--- src/hdl/c8sl_pkg.sv ---
// ----------------------------------------------------------------------------
// c8sl_pkg
// shared widths, codes and the crc-8 helper for the framed serial command link
// ----------------------------------------------------------------------------
package c8sl_pkg;

    localparam int CMD_W   = 24;
    localparam int FRAME_W = 32;
    localparam int POS_W   = 5;
    localparam int S_DATA_W = 32;
    localparam int M_DATA_W = 40;

    localparam logic [7:0] CRC_POLY = 8'h1D;
    localparam logic [POS_W-1:0] LAST_POS = POS_W'(FRAME_W - 1);

    localparam logic KIND_LOAD = 1'b0;
    localparam logic KIND_BIT  = 1'b1;

    typedef logic [FRAME_W-1:0] frame_t;

    // one byte through the crc, msb first
    function automatic logic [7:0] crc8_byte(input logic [7:0] crc, input logic [7:0] data);
        logic [7:0] c;
        c = crc ^ data;
        for (int k = 0; k < 8; k++) begin
            if (c[7]) begin
                c = {c[6:0], 1'b0} ^ CRC_POLY;
            end else begin
                c = {c[6:0], 1'b0};
            end
        end
        return c;
    endfunction

    function automatic frame_t build_frame(input logic [CMD_W-1:0] cmd);
        logic [7:0] crc;
        crc = crc8_byte(8'h00, cmd[7:0]);
        crc = crc8_byte(crc, cmd[15:8]);
        crc = crc8_byte(crc, cmd[23:16]);
        return {cmd[7:0], cmd[15:8], cmd[23:16], crc};
    endfunction

endpackage

--- src/hdl/crc8_framed_serial_command_link_top.sv ---
// ----------------------------------------------------------------------------
// crc8_framed_serial_command_link_top
// serial command master: builds a crc-8 framed 32-bit frame from a 24-bit
// command and exchanges it one bit per request, msb first
// ----------------------------------------------------------------------------
// usage:
//   s_ channel takes requests. s_tuser selects load (0) or bit exchange (1).
//   a load carries the command in s_tdata, a bit exchange the sampled data-in
//   line. every request gives exactly one result on the m_ channel: the next
//   data-out bit, the received word with m_tlast on the 32nd bit, and
//   m_tuser set for a bit request that arrives with no frame in progress.
// registering and throughput:
//   the result is registered in the cycle after the request is taken; one request
//   per cycle is sustained with m_tready high, set by the single result register.
// reset:
//   aresetn low clears the frame state to idle and empties the result
//   register.
// stall:
//   while m_tready is low and a result is held, s_tready drops; once the
//   result is taken a new request is accepted in the same cycle.
// ----------------------------------------------------------------------------
module crc8_framed_serial_command_link_top
    import c8sl_pkg::*;
(
    input  logic                aclk,
    input  logic                aresetn,
    input  logic                s_tvalid,
    output logic                s_tready,
    input  logic [S_DATA_W-1:0] s_tdata,   // command [23:0], miso_bit [24], zero pad
    input  logic                s_tuser,   // kind [0]
    output logic                m_tvalid,
    input  logic                m_tready,
    output logic [M_DATA_W-1:0] m_tdata,   // mosi_bit [0], rx_word [32:1], zero pad
    output logic                m_tlast,   // frame_done
    output logic                m_tuser    // idle_error [0]
);

    frame_t           tx_frame_reg, tx_frame_next;
    frame_t           rx_shift_reg, rx_shift_next;
    logic [POS_W-1:0] bit_pos_reg, bit_pos_next;
    logic             active_reg, active_next;

    logic             m_valid_reg, m_valid_next;
    logic             m_mosi_reg, m_mosi_next;
    logic             m_done_reg, m_done_next;
    frame_t           m_word_reg, m_word_next;
    logic             m_err_reg, m_err_next;

    logic             s_accept;
    logic [CMD_W-1:0] cmd;
    logic             miso;
    logic [POS_W-1:0] pos_dec;
    frame_t           rx_set;

    assign s_tready = !m_valid_reg || m_tready;
    assign s_accept = s_tvalid && s_tready;
    assign cmd      = s_tdata[CMD_W-1:0];
    assign miso     = s_tdata[CMD_W];
    assign pos_dec  = bit_pos_reg - POS_W'(1);

    always_comb begin
        rx_set = rx_shift_reg;
        rx_set[bit_pos_reg] = miso;
    end

    always_comb begin
        tx_frame_next = tx_frame_reg;
        rx_shift_next = rx_shift_reg;
        bit_pos_next  = bit_pos_reg;
        active_next   = active_reg;
        m_valid_next  = m_valid_reg && !m_tready;
        m_mosi_next   = m_mosi_reg;
        m_done_next   = m_done_reg;
        m_word_next   = m_word_reg;
        m_err_next    = m_err_reg;
        if (s_accept) begin
            m_valid_next = 1'b1;
            m_mosi_next  = 1'b0;
            m_done_next  = 1'b0;
            m_word_next  = '0;
            m_err_next   = 1'b0;
            case (s_tuser)
                KIND_LOAD: begin
                    tx_frame_next = build_frame(cmd);
                    rx_shift_next = '0;
                    bit_pos_next  = LAST_POS;
                    active_next   = 1'b1;
                    m_mosi_next   = cmd[7];
                end
                KIND_BIT: begin
                    if (!active_reg) begin
                        m_err_next = 1'b1;
                    end else begin
                        rx_shift_next = rx_set;
                        if (bit_pos_reg == '0) begin
                            m_done_next = 1'b1;
                            m_word_next = rx_set;
                            active_next = 1'b0;
                        end else begin
                            bit_pos_next = pos_dec;
                            m_mosi_next  = tx_frame_reg[pos_dec];
                        end
                    end
                end
                default: begin
                    m_err_next = 1'b0;
                end
            endcase
        end
    end

    always_ff @(posedge aclk) begin
        if (!aresetn) begin
            tx_frame_reg <= '0;
            rx_shift_reg <= '0;
            bit_pos_reg  <= '0;
            active_reg   <= 1'b0;
            m_valid_reg  <= 1'b0;
        end else begin
            tx_frame_reg <= tx_frame_next;
            rx_shift_reg <= rx_shift_next;
            bit_pos_reg  <= bit_pos_next;
            active_reg   <= active_next;
            m_valid_reg  <= m_valid_next;
        end
    end

    always_ff @(posedge aclk) begin
        m_mosi_reg <= m_mosi_next;
        m_done_reg <= m_done_next;
        m_word_reg <= m_word_next;
        m_err_reg  <= m_err_next;
    end

    assign m_tvalid = m_valid_reg;
    assign m_tdata  = {{(M_DATA_W - FRAME_W - 1){1'b0}}, m_word_reg, m_mosi_reg};
    assign m_tlast  = m_done_reg;
    assign m_tuser  = m_err_reg;

endmodule

--- config.mk ---
export PLATFORM = sky130hd
export DESIGN_NAME = crc8_framed_serial_command_link_top
export DESIGN_NICKNAME = d
export VERILOG_FILES = /design/src/hdl/c8sl_pkg.sv /design/src/hdl/crc8_framed_serial_command_link_top.sv
export SDC_FILE = /design/constraint.sdc
export NUM_CORES = 1
export LEC_CHECK = 0
export ABC_CLOCK_PERIOD_IN_PS = 2700
export BUFFER_PORTS_ARGS = -buffer_cell sky130_fd_sc_hd__clkbuf_2
export CORE_ASPECT_RATIO = 0.7
export CORE_UTILIZATION = 52
export DETAILED_ROUTE_END_ITERATION = 10
export PLACE_DENSITY_LB_ADDON = 0.05
export SYNTH_ARGS = -nofsm -noshare
export SYNTH_HDL_FRONTEND = slang
export SYNTH_SLANG_ARGS = --single-unit
--- constraint.sdc ---
create_clock -name aclk -period 2.7 [get_ports aclk]
set_input_delay 0.81 -clock aclk [delete_from_list [all_inputs] [get_ports aclk]]
set_output_delay 0.81 -clock aclk [all_outputs]
set_load 0.03 [all_outputs]
### Yosys cells after proc, flatten, opt, wreduce, memory -nomap -nowiden

Cells that the tools add are included.

* add/subtract/negate cells: 1
* $mul: 0
* div/mod/pow operators: 0
* order comparisons: 3
* equal/unequal tests: 2
* shifts and indexed selects: 0
* mux-type cells: 89
* bitwise logic cells: 27
* reductions and logical operators: 12

Operators with widths (count)
* two-way mux 8 bit: 46
* two-way mux 5 bit: 26
* NOT 4 bit: 24
* case mux 32 bit (2 select lines): 1
* bitwise mux 32 bit: 1
* two-way mux 32 bit: 1
* bitwise XOR 8 bit: 2
* < comparator 5 x 6 -> 1 bit, second input constant: 2
* case mux 5 bit (2 select lines): 1
* two-way mux 1 bit: 9
* AND reduction 2 bit: 3
* AND reduction 3 bit: 2
* binary-select mux 1 bit (select 5 bit): 1
* demux 1 bit (select 5 bit): 1
* >= comparator 5 x 1 -> 1 bit, second input constant: 1
* logical NOT 5 bit: 1
* subtractor 5 x 1 -> 5 bit, second input constant: 1
* case mux 1 bit (2 select lines): 2
* logical AND 1 bit: 3
* logical NOT 1 bit: 2
* inequality test 2 x 1 -> 1 bit, second input constant: 1
* inequality test 2 bit, second input constant: 1
* logical OR 1 bit: 1
* NOT 1 bit: 1

* register bits: 106
* bits in latches: 0
* RAM bits: 0
* bits in read-only memories: 0
* bits of input ports: 37
* output and inout port bits: 44
* memories kept: 0

### Depth between registers and ports, before layout

Gate-level depths: netlist (run 1).

* depth in word-level cells: 96
* depth in mapped cells: 12
* mapped depth without buffers: 8

### Least setup slack after synthesis (run 1)

No wires, ideal clock.

* path type: input to register
* from: input port m_tready
* to: register rx_shift_reg[10]
* library setup time: 0.065 ns
* data arrival time: 3.046 ns
* setup slack: -0.412 ns
* stages on the path: 8
* path through: nand2b_1 nand2_1 inv_1 nand3_1 nor2_1 clkbuf_1 a22oi_1 nor2b_1

* word-level cells in the longest chain between the ends: 3

Ends and longest elaborated chain
* from (decl): line crc8_framed_serial_command_link_top.sv:32 `input logic m_tready,`
* logical OR 1 bit: line crc8_framed_serial_command_link_top.sv:55 `assign s_tready = !m_valid_reg || m_tready;`
* logical AND 1 bit: line crc8_framed_serial_command_link_top.sv:56 `assign s_accept = s_tvalid && s_tready;`
* named net s_accept: line crc8_framed_serial_command_link_top.sv:49 `logic s_accept;`
* AND reduction 2 bit (no line)
* to (signal assigned): line crc8_framed_serial_command_link_top.sv:121 `rx_shift_reg <= rx_shift_next;`
* to (decl): line crc8_framed_serial_command_link_top.sv:39 `frame_t rx_shift_reg, rx_shift_next;`

The timed path passes the listed nets, and every way through them passes these cells.
A chain may end at the register's enable or synchronous reset.

### Final worst setup path (run 1)

* from: input port s_tdata[2]
* to: register tx_frame_reg[4]

* word-level cells in the longest chain between the ends: 73

Ends and longest elaborated chain
* from (decl): line crc8_framed_serial_command_link_top.sv:29 `input logic [S_DATA_W-1:0] s_tdata,`
* NOT 4 bit (no line)
* two-way mux 5 bit (*): line c8sl_pkg.sv:26 `if (c[7]) begin`
* two-way mux 8 bit (*): line crc8_framed_serial_command_link_top.sv:82 `case (s_tuser)`
* two-way mux 8 bit (*): line crc8_framed_serial_command_link_top.sv:76 `if (s_accept) begin`
* NOT 4 bit (no line)
* two-way mux 5 bit (*): line c8sl_pkg.sv:26
* two-way mux 8 bit (*): line crc8_framed_serial_command_link_top.sv:82
* two-way mux 8 bit (*): line crc8_framed_serial_command_link_top.sv:76
* (+57 left out)
* two-way mux 8 bit (*): line crc8_framed_serial_command_link_top.sv:82
* two-way mux 8 bit (*): line crc8_framed_serial_command_link_top.sv:76
* NOT 4 bit (no line)
* two-way mux 5 bit: line c8sl_pkg.sv:26
* two-way mux 8 bit (*): line crc8_framed_serial_command_link_top.sv:82
* two-way mux 8 bit (*): line crc8_framed_serial_command_link_top.sv:76
* NOT 4 bit (no line)
* two-way mux 5 bit (*): line c8sl_pkg.sv:26
* to (signal assigned): line crc8_framed_serial_command_link_top.sv:120 `tx_frame_reg <= tx_frame_next;`
* to (decl): line crc8_framed_serial_command_link_top.sv:38 `frame_t tx_frame_reg, tx_frame_next;`

Every way passes the cells marked *; elsewhere a longest branch is shown, timed or not. The select of a mux whose other input is x is not followed.

==> impl_metrics.csv, run 1 <==
group,metric,value,unit
run_status,run_status,"finished clean",
clocking,cts_root_buf,"clkbuf_16",
clocking,post-cts-setup-buffers,0,
critical_path,arrival,2.74,ns
global_routing,largest_net_degree_at_the_start_of_global_routing,38,
cells_and_area,filler_cell_count,891,
logic_synthesis,post_synth_inst_count,616,
logic_synthesis,yosysSeqAreaShare,0.4377,
cells_and_area,insertedDiodeCount,0,
critical_path,timing_worst_setup_path_type,"in -> reg",
drt,finalWirelength,13.42,mm
clocking,clock_tree_from_tritoncts,"built",
logic_synthesis,ys.flop_type,"dfxtp_1",
die,fp.dieH,88.85,um
timing,final-hold-violation-count,0,
clocking,clock_buffer_count_from_cts,9,
flow_run,cap_violations,0,
timing,timing.fmax,405.0,MHz
die,die-area,11200,um^2
logic_synthesis,post_synth_fa_ha_maj_area_fraction,0.008933,
place,gp_routability_congestion,0.9078,
drt,drtAntennaViolNets,0,
logic_synthesis,yosys.area_share.simple,0.1476,
clocking,clock_input_transition_at_the_sequential_cells_of_the_worst_setup_and_hold_paths,0.07,ns
pwr,worst_ir_drop_vdd,0.0004164,V
timing,timing.final.setup_violations,0,
pwr,power_leakage,0.002327,uW
critical_path,timing.critical_path.fanout_max,3,
logic_synthesis,syn_area_per_cell,9.096,um^2
logic_synthesis,synthMuxAreaShare,0.03595,
timing,timing.clock.skew,0.008898,ns
die,core-area,10400,um^2
drt,post-route-drc-count,0,
logic_synthesis,yosysTopAreaCellShare,0.2501,
pwr,share_comb_of_total_power,0.261,
clocking,clock_latency,0.35,ns
pwr,power_density,630.2,nW/um^2
logic_synthesis,yosys.cell_count.top_type,"nand2_1",
logic_synthesis,netlist.top_cell.by_area,"dfxtp_1",
timing,finalMaxSlewViolations,0,
logic_synthesis,synth-compound-area-share,0.1927,
cells_and_area,syn_to_final_growth,13.78,%
logic_synthesis,ys_top_cells_by_area,"dfxtp_1 25%, edfxtp_1 19%, nand2_1 7.2%",
clocking,numClockSinks,105,
clocking,post_cts_resized,0,
drt,first_pass_iters,5,
critical_path,crit_path_end_kind,"flip-flop",
worst_hold_path,hp-start,"tx_frame_reg[0]$_SDFFE_PN0P_",
global_routing,grt_antenna_before_repair,0,
pwr,share_seq_of_total_power,0.433,
global_routing,first_global_vias,4131,
clocking,h-tree-depth,3,
timing,finalWorstPathRequiredPeriod,2.469,ns
pwr,pwr-share-clk,0.306,
logic_synthesis,number_of_flops_mapped_to_enable_cells_by_yosys,35,
global_routing,grt_pass1_wl,21.36,mm
drt,drt-initial-drc-count,363,
pwr,swShare,0.2924,
logic_synthesis,synth_area,5603,um^2
die,rows,31,
drt,post_drt_via_cell_ratio,5.642,
critical_path,worst_setup_path_start_kind,"input pin",
clocking,clk_buf_depth,2,
cells_and_area,layout.nets,711,
cells_and_area,drive_above_1_share,0.1837,
timing,grt_setup_unrepaired,"no",
drt,routedWlPerCell,16.62,um
logic_synthesis,synth.ff_latch_count,105,
logic_synthesis,list_of_most_frequent_post_synthesis_cells,"107 x nand2_1, 71 x o21ai_0, 70 x dfxtp_1, 41 x nor2_1, 40 x clkbuf_1",
place,io_buffer_count,66,
worst_hold_path,whs_path_depth,2,
cells_and_area,fin_util,0.6133,
worst_hold_path,hold_wc_path_type,"reg -> reg",
drt,routed-via-count,4553,
die,initial_core_util,0.5390,
critical_path,r2r_setup_slack,0.26,ns
logic_synthesis,synthArstFlopShare,0,
logic_synthesis,synth_cell_type_count,40,
logic_synthesis,synth_top_family_by_area,"compound AO/OA/AOI/OAI gates",
timing,finalHoldWorstSlack,0.4559,ns
die,die_x,126.1,um
timing,post-route-period-util,0.9146,
timing,max-slew-margin-rel,0.5992,
critical_path,critical_path_required,2.97,ns
critical_path,number_of_cell_instances_on_the_worst_register_to_register_path,8,
pwr,switching_power,1175,uW
clocking,hold_buffers,0,
die,io-pin-count,81,
logic_synthesis,warning_count_from_the_yosys_run,0,
logic_synthesis,synth-xor-area-share,0.1275,
place,total_half_perimeter_wirelength_after_legalization_and_detailed_placement,9.346,mm
critical_path,worst_r2r_startpoint,"bit_pos_reg[1]$_SDFFE_PN0P_",
global_routing,gr-usage-all-layers,0.2495,
timing,timing_worst_slew_pin_value,0.5998,ns
global_routing,overflow,0,
critical_path,endpoint_of_the_most_critical_register_to_register_path,"m_mosi_reg$_DFFE_PP_",
worst_hold_path,worst_hold_path.endpoint,"tx_frame_reg[0]$_SDFFE_PN0P_",
pwr,cellInternalPower,2843,uW
## placed cells by master, fill, tap and decap left out, drive strengths merged, types with 2 or more instances in the layout
master	Yosys	final
nand3	4	4
a22oi	31	31
nand2	107	107
o21a	2	2
o21ai	72	72
nand2b	3	3
buf	12	23
xnor2	41	41
inv	10	11
clkinv	0	2
mux4	8	8
a21boi	31	31
a21oi	38	38
conb	1	7
clkbuf	40	78
ha	4	4
xor2	10	10
edfxtp	35	35
nor2b	32	32
nor2	41	41
dfxtp	70	70
xnor3	11	11
## logic make-up (layout without fill, tap and decap cells)
family,count (synthesis),in the layout
AOI/OAI and AO/OA,180,180
other,1,7
DFF,105,105
and+or+nand+nor,192,192
muxes,10,10
xor gates and xnor gates,62,62
buffers and inverters,62,115
adders and majority gates,4,4
## power by group through the flow
stage / registers, uW / clock network [uW] / logic, uW
6_report: 1740 / 1230 / 1050
5_1_grt: 1750 / 1330 / 1130
4_1_cts: 1740 / 1250 / 1050
3_5_place_dp: 1770 / 0 / 1040
3_3_place_gp: 1770 / 0 / 1010
2_1_floorplan: 1810 / 0 / 727
## worst max-delay path by stage
| stage | from | end | slack [ns] | cells past startpoint |
|---|---|---|---|---|
| detailed placement | s_tdata[2] | tx_frame_reg[4]$_SDFFE_PN0P_ | -0.12 | 8 |
| CTS | s_tdata[2] | tx_frame_reg[4]$_SDFFE_PN0P_ | 0.24 | 8 |
| global route | bit_pos_reg[1]$_SDFFE_PN0P_ | m_mosi_reg$_DFFE_PP_ | 0.15 | 8 |
| floorplan | m_tready | bit_pos_reg[1]$_SDFFE_PN0P_ | 0.02 | 8 |
| global placement | s_tdata[10] | tx_frame_reg[2]$_SDFFE_PN0P_ | -0.03 | 7 |
| finish | s_tdata[2] | tx_frame_reg[4]$_SDFFE_PN0P_ | 0.23 | 8 |
## worst max-delay path: stages
cell      delay (ns)
clkbuf_2        0.13
buf_4           0.14
xor2_1          0.14
xnor3_2         0.47
xnor2_1         0.16
xnor2_1         0.25
xnor3_1         0.46
a21oi_1         0.17
## metrics by stage
stage	total power, uW	TNS (ns)	setup slack [ns]	std cells	instance area, um^2
2_1_floorplan	2541	0	0.01684	622	5639
3_3_place_gp	2780	-0.03312	-0.03312	791	6101
3_5_place_dp	2815	-0.2072	-0.1182	791	6101
4_1_cts	4040	0	0.2449	807	6375
5_1_grt	4203	0	0.1470	807	6375
6_report	4018	0	0.2306	807	6375
## layer usage
| metal | routed length, um | up-vias | track usage |
|---|---|---|---|
| li1 | - | 2217 | - |
| met1 | 6875 | 2188 | 0.3694 |
| met2 | 5770 | 135 | 0.3692 |
| met3 | 678 | 13 | 0.05865 |
| met4 | 91 | 0 | 0.05586 |
| met5 | 0 | - | 0 |
## cell type report
cell class / count / area, um^2 / area share
Clock buffer: 12 / 246.5 / 0.03867
Sequential cell: 105 / 2452 / 0.3847
Timing Repair Buffer: 89 / 528.0 / 0.08283
Tap cell: 132 / 165.2 / 0.02591
Multi-Input combinational cell: 455 / 2914 / 0.4571
Inverter: 10 / 41.29 / 0.006477
Clock inverter: 4 / 27.53 / 0.004318
(Power assumes the default switching activity.)
==> inputs of run 2 (changes only) <==
--- a/config.mk
+++ b/config.mk
@@ -6,7 +6,7 @@
 export NUM_CORES = 1
 export LEC_CHECK = 0
 export ABC_CLOCK_PERIOD_IN_PS = 2700
-export BUFFER_PORTS_ARGS = -buffer_cell sky130_fd_sc_hd__clkbuf_2
+export BUFFER_PORTS_ARGS = -buffer_cell sky130_fd_sc_hd__buf_4
 export CORE_ASPECT_RATIO = 0.7
 export CORE_UTILIZATION = 52
 export DETAILED_ROUTE_END_ITERATION = 10
==> impl_metrics.csv, run 2 (synthesized netlist as in run 1, its figures left out) <==
group,metric,value,unit
clocking,clock_input_transition_at_the_sequential_cells_of_the_worst_setup_and_hold_paths,0.06,ns
timing,max-slew-margin-rel,0.5921,
critical_path,r2r_setup_slack,0.24,ns
clocking,hold_buffers,0,
clocking,post-cts-setup-buffers,0,
clocking,numClockSinks,105,
critical_path,endpoint_of_the_most_critical_register_to_register_path,"m_mosi_reg$_DFFE_PP_",
clocking,clk_buf_depth,2,
drt,drtAntennaViolNets,0,
critical_path,crit_path_end_kind,"flip-flop",
worst_hold_path,hold_wc_path_type,"reg -> reg",
place,total_half_perimeter_wirelength_after_legalization_and_detailed_placement,9.141,mm
clocking,clock_buffer_count_from_cts,9,
cells_and_area,drive_above_1_share,0.1744,
cells_and_area,final_cell_count_no_fill,803,
critical_path,critical_path_required,2.82,ns
die,die_x,126.1,um
critical_path,number_of_cell_instances_on_the_worst_register_to_register_path,8,
die,die-area,11200,um^2
timing,timing.fmax,406.4,MHz
critical_path,worst_setup_path_start_kind,"flip-flop",
global_routing,gr-usage-all-layers,0.2515,
critical_path,cpMaxStageDelayCell,"or3b_1",
critical_path,endpoint,"m_mosi_reg$_DFFE_PP_",
timing,grt_setup_unrepaired,"no",
run_status,run_status,"finished clean",
die,fp.dieH,88.85,um
cells_and_area,syn_to_final_growth,16.08,%
place,io_buffer_count,66,
clocking,clock_tree_from_tritoncts,"built",
drt,routedWlPerCell,16.77,um
global_routing,grt_antenna_before_repair,0,
place,numPlacedInstances,787,
clocking,h-tree-depth,3,
timing,timing_worst_slew_pin_value,0.6118,ns
critical_path,worst_r2r_startpoint,"bit_pos_reg[1]$_SDFFE_PN0P_",
die,initial_core_util,0.5390,
cells_and_area,final_common_cell,"nand2_1",
global_routing,grt_pass1_wl,21.54,mm
place,gp_routability_congestion,0.8306,
die,rows,31,
pwr,cellInternalPower,2930,uW
timing,post-route-period-util,0.9113,
pwr,worst_ir_drop_vdd,0.0003806,V
global_routing,overflow,0,
pwr,power_leakage,0.002347,uW
cells_and_area,most_frequent_cells_in_the_layout,"106 x nand2_1, 84 x buf_4, 71 x o21ai_0, 70 x dfxtp_1, 40 x nor2_1",
clocking,cts_root_buf,"clkbuf_16",
cells_and_area,layout.nets,707,
critical_path,worst_path_largest_cell_delay,0.42,ns
drt,post-route-drc-count,0,
cells_and_area,insertedDiodeCount,0,
critical_path,startpoint,"bit_pos_reg[1]$_SDFFE_PN0P_",
clocking,clock_latency,0.35,ns
flow_run,cap_violations,0,
cells_and_area,layout.cell_area.non_filler,6504,um^2
timing,finalWorstPathRequiredPeriod,2.461,ns
clocking,post_cts_resized,0,
timing,finalMaxSlewViolations,0,
drt,first_pass_iters,5,
pwr,power_density,627.8,nW/um^2
die,core-area,10400,um^2
drt,drt-initial-drc-count,338,
global_routing,largest_net_degree_at_the_start_of_global_routing,72,
critical_path,arrival,2.58,ns
pwr,swShare,0.2823,
pwr,pwr-share-clk,0.313,
drt,routed-via-count,4566,
pwr,totalPowerFinal,4083,uW
critical_path,timing.critical_path.fanout_max,7,
global_routing,first_global_vias,4123,
drt,finalWirelength,13.47,mm
timing,timing.clock.skew,0.005142,ns
pwr,switching_power,1152,uW
timing,timing.final.setup_violations,0,
place,detailed_place.area,6221,um^2
drt,post_drt_via_cell_ratio,5.686,
pwr,share_comb_of_total_power,0.261,
cells_and_area,fin_util,0.6257,
critical_path,timing.critical_path.cells,"inv_1 > ha_1 > or3b_1 > xnor2_1 > mux2i_1 > o211ai_1 > o2111ai_1 > o32ai_1",
die,io-pin-count,81,
pwr,share_seq_of_total_power,0.426,
critical_path,timing_worst_setup_path_type,"reg -> reg",
timing,final-hold-violation-count,0,
==> run 2: stage by stage <==
stage	TNS, ns	setup WS [ns]	hold WS (ns)
after floorplan	0	0.01684	0.4319
final	0	0.2394	0.4642
after global placement	-0.02667	-0.02667	0.4496
after global routing	0	0.01077	0.4820
after detailed placement	-0.06795	-0.06795	0.4580
after CTS	0	0.2452	0.4675
==> run 2: area by class of cell <==
cell class	count	area (um^2)
well taps	132	165.2
multi-input cells	455	2912
fillers	917	3891
repair buffers	85	650.6
clock inverters	3	42.54
inverters	10	41.29
clock buffers	13	240.2
flip-flops and latches	105	2452
==> run 2: worst min path at each step <==
stage	cells after the start	slack, ns	start	end
6_report	2	0.46	tx_frame_reg[19]$_SDFFE_PN0P_	tx_frame_reg[19]$_SDFFE_PN0P_
5_1_grt	2	0.48	tx_frame_reg[29]$_SDFFE_PN0P_	tx_frame_reg[29]$_SDFFE_PN0P_
4_1_cts	2	0.47	tx_frame_reg[11]$_SDFFE_PN0P_	tx_frame_reg[11]$_SDFFE_PN0P_
3_5_place_dp	2	0.46	tx_frame_reg[11]$_SDFFE_PN0P_	tx_frame_reg[11]$_SDFFE_PN0P_
3_3_place_gp	2	0.45	tx_frame_reg[0]$_SDFFE_PN0P_	tx_frame_reg[0]$_SDFFE_PN0P_
2_1_floorplan	2	0.43	tx_frame_reg[0]$_SDFFE_PN0P_	tx_frame_reg[0]$_SDFFE_PN0P_
==> run 2: critical path, delay by kind of cell (launching register included) <==
kind	cells	cell delay (ns)
buffers and inverters	1	0.10
XOR/XNOR	1	0.27
multiplexers	1	0.12
flip-flops	1	0.37
adder cells (fa/ha/maj)	1	0.27
AO/OA/AOI/OAI	3	0.67
AND/OR/NAND/NOR	1	0.42
==> run 2: layer usage <==
metal  part of all wire  up-vias  track usage  wire (um)
met2               0.42      177       0.3641       5691
met3              0.070       14      0.04655        937
li1                   -     2201            -          -
met4              0.011        0      0.06134        142
met1               0.50     2174       0.3854       6695
met5                  0        -            0          0
==> run 2: power groups by stage <==
stage | Clock (uW) | Combinational, uW | Sequential (uW)
floorplan | 0 | 727 | 1810
global placement | 0 | 1050 | 1770
detailed placement | 0 | 1060 | 1770
CTS | 1300 | 1060 | 1740
global route | 1350 | 1160 | 1750
finish | 1280 | 1070 | 1740
